`src/hw/rtl/fngc_pkg.sv`:
```
`timescale 1ns / 1ps
// ----------------------------------------------------------------------------
// fngc_pkg
// Shared types, constants and the arctangent table of the filtered nearest
// great-circle search.
// ----------------------------------------------------------------------------
package fngc_pkg;

  localparam int LAT_W    = 31;
  localparam int LON_W    = 32;
  localparam int LANG_W   = 3;
  localparam int IDX_W    = 10;
  localparam int DIST_W   = 25;
  localparam int CQ_W     = 36;
  localparam int ZW       = 34;
  localparam int VW       = 33;
  localparam int SQ_VW    = 62;
  localparam int SQ_RW    = 31;
  localparam int SQ_STEPS = 31;
  localparam int PROD_W   = 65;
  localparam int CFG_AW   = 2;
  localparam int CFG_DW   = 32;

  localparam logic [32:0]              RAD_MUL   = 33'd8048910509;
  localparam logic signed [CQ_W-1:0]   CORDIC_X0 = 36'sd652032874;
  localparam logic [31:0]              TWO_R     = 32'd12742000;
  localparam logic [DIST_W-1:0]        DIST_SAT  = 25'd20037509;
  localparam logic [DIST_W-1:0]        DIST_ONES = '1;
  localparam logic signed [LAT_W-1:0]  LAT_LIMIT = 31'sd900000000;
  localparam logic signed [33:0]       LON_HALF  = 34'sd1800000000;
  localparam logic signed [33:0]       LON_FULL  = 34'sd3600000000;
  localparam logic [30:0]              Q_ONE     = 31'h40000000;
  localparam logic signed [34:0]       Q_ONE_S   = 35'sd1073741824;
  localparam logic [SQ_VW-1:0]         SQ_TOP    = SQ_VW'(1) << 60;

  localparam logic [CFG_AW-1:0] REG_QUERY_LAT = 2'd0;
  localparam logic [CFG_AW-1:0] REG_QUERY_LON = 2'd1;
  localparam logic [CFG_AW-1:0] REG_REQ_LANG  = 2'd2;
  localparam logic [CFG_AW-1:0] REG_REQ_INS   = 2'd3;

  typedef struct packed {
    logic signed [LAT_W-1:0] cand_lat;
    logic signed [LON_W-1:0] cand_lon;
    logic [LANG_W-1:0]       cand_language;
    logic                    cand_insurance;
    logic                    last_item;
  } in_t;

  typedef struct packed {
    logic              found;
    logic [IDX_W-1:0]  best_idx;
    logic [DIST_W-1:0] best_dist_m;
  } out_t;

  typedef enum logic [3:0] {
    OP_NOP, OP_LOAD, OP_PREP, OP_RAD, OP_RADW, OP_RSTORE, OP_MUL, OP_MULW,
    OP_SQS, OP_VES, OP_DIST, OP_DISTW, OP_UPD
  } op_t;

  typedef struct packed {
    op_t        op;
    logic [1:0] sel;
  } cmd_t;

  typedef struct packed {
    logic skip;
    logic cbusy;
    logic sbusy;
  } stat_t;

  function automatic logic signed [ZW-1:0] atan_tab(input logic [5:0] i);
    logic signed [ZW-1:0] v;
    case (i)
      6'd0:  v = 34'sh3243F6A8;
      6'd1:  v = 34'sh1DAC6705;
      6'd2:  v = 34'sh0FADBAFC;
      6'd3:  v = 34'sh07F56EA6;
      6'd4:  v = 34'sh03FEAB76;
      6'd5:  v = 34'sh01FFD55B;
      6'd6:  v = 34'sh00FFFAAA;
      6'd7:  v = 34'sh007FFF55;
      6'd8:  v = 34'sh003FFFEA;
      6'd9:  v = 34'sh001FFFFD;
      6'd10: v = 34'sh000FFFFF;
      6'd11: v = 34'sh0007FFFF;
      6'd12: v = 34'sh0003FFFF;
      6'd13: v = 34'sh0001FFFF;
      6'd14: v = 34'sh0000FFFF;
      6'd15: v = 34'sh00007FFF;
      6'd16: v = 34'sh00003FFF;
      6'd17: v = 34'sh00001FFF;
      6'd18: v = 34'sh00000FFF;
      6'd19: v = 34'sh000007FF;
      6'd20: v = 34'sh000003FF;
      6'd21: v = 34'sh000001FF;
      6'd22: v = 34'sh000000FF;
      6'd23: v = 34'sh0000007F;
      6'd24: v = 34'sh0000003F;
      6'd25: v = 34'sh0000001F;
      6'd26: v = 34'sh0000000F;
      6'd27: v = 34'sh00000008;
      6'd28: v = 34'sh00000004;
      6'd29: v = 34'sh00000002;
      6'd30: v = 34'sh00000001;
      default: v = '0;
    endcase
    return v;
  endfunction

endpackage

```
`src/hw/rtl/fngc_ctrl.sv`:
```
`timescale 1ns / 1ps
// ----------------------------------------------------------------------------
// fngc_ctrl
// Sequencer that steps the datapath through one candidate distance.
// ----------------------------------------------------------------------------
module fngc_ctrl import fngc_pkg::*; (
  input  logic  clk,
  input  logic  rst_n,
  input  logic  start,
  input  stat_t stat,
  output cmd_t  cmd,
  output logic  busy
);

  typedef enum logic [13:0] {
    S_IDLE  = 14'b00000000000001,
    S_PREP  = 14'b00000000000010,
    S_RAD   = 14'b00000000000100,
    S_RADW  = 14'b00000000001000,
    S_ROT   = 14'b00000000010000,
    S_MUL   = 14'b00000000100000,
    S_MULW  = 14'b00000001000000,
    S_SQS   = 14'b00000010000000,
    S_SQW   = 14'b00000100000000,
    S_VES   = 14'b00001000000000,
    S_VEC   = 14'b00010000000000,
    S_DIST  = 14'b00100000000000,
    S_DISTW = 14'b01000000000000,
    S_UPD   = 14'b10000000000000
  } state_t;

  state_t     state_r, state_nxt;
  logic [1:0] sel_r, sel_nxt;

  always_comb begin
    state_nxt = state_r;
    sel_nxt   = sel_r;
    cmd.op    = OP_NOP;
    cmd.sel   = sel_r;
    unique case (state_r)
      S_IDLE: begin
        if (start) begin
          cmd.op    = OP_LOAD;
          state_nxt = S_PREP;
        end
      end
      S_PREP: begin
        cmd.op    = OP_PREP;
        sel_nxt   = '0;
        state_nxt = stat.skip ? S_UPD : S_RAD;
      end
      S_RAD: begin
        cmd.op    = OP_RAD;
        state_nxt = S_RADW;
      end
      S_RADW: begin
        cmd.op    = OP_RADW;
        state_nxt = S_ROT;
      end
      S_ROT: begin
        if (!stat.cbusy) begin
          cmd.op  = OP_RSTORE;
          sel_nxt = sel_r + 1'b1;
          state_nxt = (sel_r == 2'd3) ? S_MUL : S_RAD;
        end
      end
      S_MUL: begin
        cmd.op    = OP_MUL;
        state_nxt = S_MULW;
      end
      S_MULW: begin
        cmd.op    = OP_MULW;
        sel_nxt   = sel_r + 1'b1;
        state_nxt = (sel_r == 2'd3) ? S_SQS : S_MUL;
      end
      S_SQS: begin
        cmd.op    = OP_SQS;
        state_nxt = S_SQW;
      end
      S_SQW: begin
        if (!stat.sbusy) state_nxt = S_VES;
      end
      S_VES: begin
        cmd.op    = OP_VES;
        state_nxt = S_VEC;
      end
      S_VEC: begin
        if (!stat.cbusy) state_nxt = S_DIST;
      end
      S_DIST: begin
        cmd.op    = OP_DIST;
        state_nxt = S_DISTW;
      end
      S_DISTW: begin
        cmd.op    = OP_DISTW;
        state_nxt = S_UPD;
      end
      S_UPD: begin
        cmd.op    = OP_UPD;
        state_nxt = S_IDLE;
      end
      default: state_nxt = S_IDLE;
    endcase
  end

  always_ff @(posedge clk) begin
    if (!rst_n) begin
      state_r <= S_IDLE;
      sel_r   <= '0;
    end else begin
      state_r <= state_nxt;
      sel_r   <= sel_nxt;
    end
  end

  assign busy = (state_r != S_IDLE);

endmodule

```
`config.mk`:
```
export PLATFORM = sky130hd
export DESIGN_NAME = fngc_ctrl
export DESIGN_NICKNAME = d
export VERILOG_FILES = /design/src/hw/rtl/fngc_pkg.sv /design/src/hw/rtl/fngc_ctrl.sv
export SDC_FILE = /design/constraint.sdc
export NUM_CORES = 1
export LEC_CHECK = 0
export BUFFER_PORTS_ARGS = -buffer_cell sky130_fd_sc_hd__buf_2
export CELL_PAD_IN_SITES_DETAIL_PLACEMENT = 1
export CELL_PAD_IN_SITES_GLOBAL_PLACEMENT = 1
export CORE_MARGIN = 1.5
export CORE_UTILIZATION = 45
export CTS_CLUSTER_DIAMETER = 50
export DETAILED_ROUTE_END_ITERATION = 7
export HOLD_SLACK_MARGIN = 0.06
export PLACE_DENSITY = 0.79
export SLEW_MARGIN = 20
export SYNTH_ARGS = -nofsm -noshare
export SYNTH_HDL_FRONTEND = slang
export SYNTH_SLANG_ARGS = --single-unit
```
`constraint.sdc`:
```
create_clock -name clk -period 4.85 [get_ports clk]
set_input_delay 0.485 -clock clk [delete_from_list [all_inputs] [get_ports clk]]
set_output_delay 0.485 -clock clk [all_outputs]
set_load 0.05 [all_outputs]
```
==> flow_summary.ini <==
[layout]
antenna_cells = 0
fillers = 300
final_common_cell = nor2_1
area_growth_pct = 6.46
final_nets = 162
final_util_pct = 52.2
multi_input_area_um2 = 719
regArea_um2 = 320
final_cells = 181
fin_area_um2 = 1180
drive_gt1_share_pct = 15.7
mostFrequentLayoutCells = 23 x nor2_1, 16 x dfxtp_1, 12 x nand2_1, 12 x buf_2, 10 x nand3_1

[critical_path]
crit_type = register to primary output
crit_path_start_kind = register
critical_path_arrival_ps = 2660
crit_fanout = 7
worstPathRequired_ps = 4370
critPathCaptureType = primary output
path_cells = or4_1 > nor4_1 > nand3_1 > o221ai_1 > buf_2
slowest_delay_ps = 610
r2r_slack_ps = 2420
slowest_stage = nor4_1

[timing]
post-route-period-util_pct = 64.9
drv_slew = 0
maxSlewHeadroom_pct = 55.9
fin_tns_setup_ps = 0
fmax_mhz = 318
setup_viol = 0
worst_slack_ps = 1700
worstMarginPinSlew_ps = 656
period_needed_ps = 3150
hold_viol = 0
holdWs_ps = 465
finClkSkew_ps = 6.06
rsz0062_at_grt = no

[logic_synthesis]
yosys_warnings = 0
muxShareOfSynthArea_pct = 1.81
synthFlopType = dfxtp_1
synth_compound_area_share_pct = 16.8
synth_fp_nets = 153
synth_fa_ha_area_share_pct = 1.13
ys_seq_elements = 16
syn_inst = 146
synth-edff-count = 0
netlist-cell-type-count = 44
synth_top_family_by_area = simple AND/OR/NAND/NOR gates
synthXorXnorAreaFrac_pct = 3.17
async_flop_share_pct = 0
yosysSeqAreaShare_pct = 29.0
syn_area_um2 = 1100
synthSimpleGateAreaFrac_pct = 42.2
syn_area_per_cell_um2 = 7.57

[routing]
drt_wl_total_mm = 3.29
postRouteAntennaNets = 0
dr_wl_met2_mm = 1.56
wl_per_cell_um = 18.2
drc = 0
via_per_inst = 6.44
vias = 1165
met1Wirelength_mm = 1.54
drtIter0Drc = 20
dr.pass1.iters = 4
wl_met3_um = 152
top_layer = met4

[grt]
grt_pass1_wl_mm = 5.66
grt_overflow = 0
grtUsageTotal_pct = 28.2
antenna_found_initial = 0
grt_max_degree = 15
grt_pass1_vias = 1188

[cts]
numCtsBuffers = 3
clock_latency_ps = 300
clk_path_buf_depth = 2
clkTransAtPathRegs_ps = 90
cts-htree-levels = 1
cts_setup_buffers = 0
hold_buffers = 0
cts_tree = yes
cts_root_buf = clkbuf_4
cts.repair.resized = 0
cts_sinks = 16

[floorplanning]
fp.coreArea_um2 = 2250
die_h_um = 52.6
dieWidth_um = 52.6
io-pin-count = 13
initial_core_util_pct = 49.0
dieArea_um2 = 2760
rows = 17

[place]
dp_hpwl_mm = 2.54
dp_cells = 178
place_congestion = 0.910
io_buffers = 12
postPlaceCellArea_um2 = 1150
pre_cts_ws_ps = 2080

[power_and_ir_drop]
peakVddDrop_v = 0.000149
powerDensity_nw_per_um2 = 220
total_power_uw = 259
power.leakage_nw = 0.481

[hold_path]
hp-class = primary input to register

[job]
cap_viol_max_count = 0

[outcome]
run_status = finished clean
## final timing paths
path,depth (start not counted),from,to
max,5,state_r[0],cmd[4]
min,3,stat[2],state_r[13]
max reg2reg,7,state_r[4],state_r[12]
min reg2reg,2,state_r[3],state_r[4]
## critical path, delay by kind of cell, from the launching register on
kind / cells / cell delay (ps)
AND/OR/NAND/NOR: 3 / 1480
AO/OA/AOI/OAI: 1 / 230
flip-flops: 1 / 370
buffers and inverters: 1 / 290
## registers in the layout, summed over array words and instances, names as in the netlist
name,cells
sel_r,2
state_r,14
## cell type report
| cell class | instances | share of cell area (%) |
|---|---|---|
| inverters | 5 | 1.60 |
| repair buffers | 12 | 5.11 |
| multi-input cells | 117 | 61.2 |
| well taps | 28 | 2.98 |
| flip-flops and latches | 16 | 27.2 |
| clock buffers | 3 | 1.91 |
## cells by family (layout without fill, tap and decap cells)
| group | count (synthesis) | count (layout) |
|---|---|---|
| adder cells (fa/ha/maj) | 1 | 1 |
| flip-flops | 16 | 16 |
| AO/OA/AOI/OAI | 26 | 26 |
| buffers and inverters | 13 | 20 |
| AND/OR/NAND/NOR | 84 | 84 |
| XOR/XNOR | 4 | 4 |
| multiplexers | 2 | 2 |
## synth_stat cells (2+ instances only)
master,instances,area (µm²)
mux2i_1,2,20.0
or3_1,4,25.0
o221ai_1,2,17.5
or4_4,2,22.5
xnor2_1,2,17.5
buf_6,2,22.5
inv_1,5,18.8
clkbuf_1,5,18.8
dfxtp_1,16,320
nor3_1,4,20.0
a21boi_1,2,15.0
nor2_1,23,86.3
nor3_2,3,30.0
o21ai_0,5,25.0
a21oi_1,3,15.0
or4b_2,2,20.0
o2111ai_1,2,17.5
a32oi_1,2,17.5
nor2b_1,4,25.0
nand3_1,10,50.1
nand4_1,3,18.8
nand2_1,12,45.0
xor2_1,2,17.5
and2_1,2,12.5
a31oi_1,2,12.5
nor4_1,6,37.5
or4_1,2,15.0
## routing by layer
metal,global-route usage (%),vias up
met4,12.4,0
met2,46.3,29
met3,3.71,5
li1,-,556
met5,0,-
met1,36.8,575
## power breakdown
part | internal, mW | switching, mW
logic | 0.0154 | 0.0333
registers | 0.133 | 0.00321
clock network | 0.0290 | 0.0447
total | 0.178 | 0.0812
No activity file was read; power rests on OpenSTA's default activity.
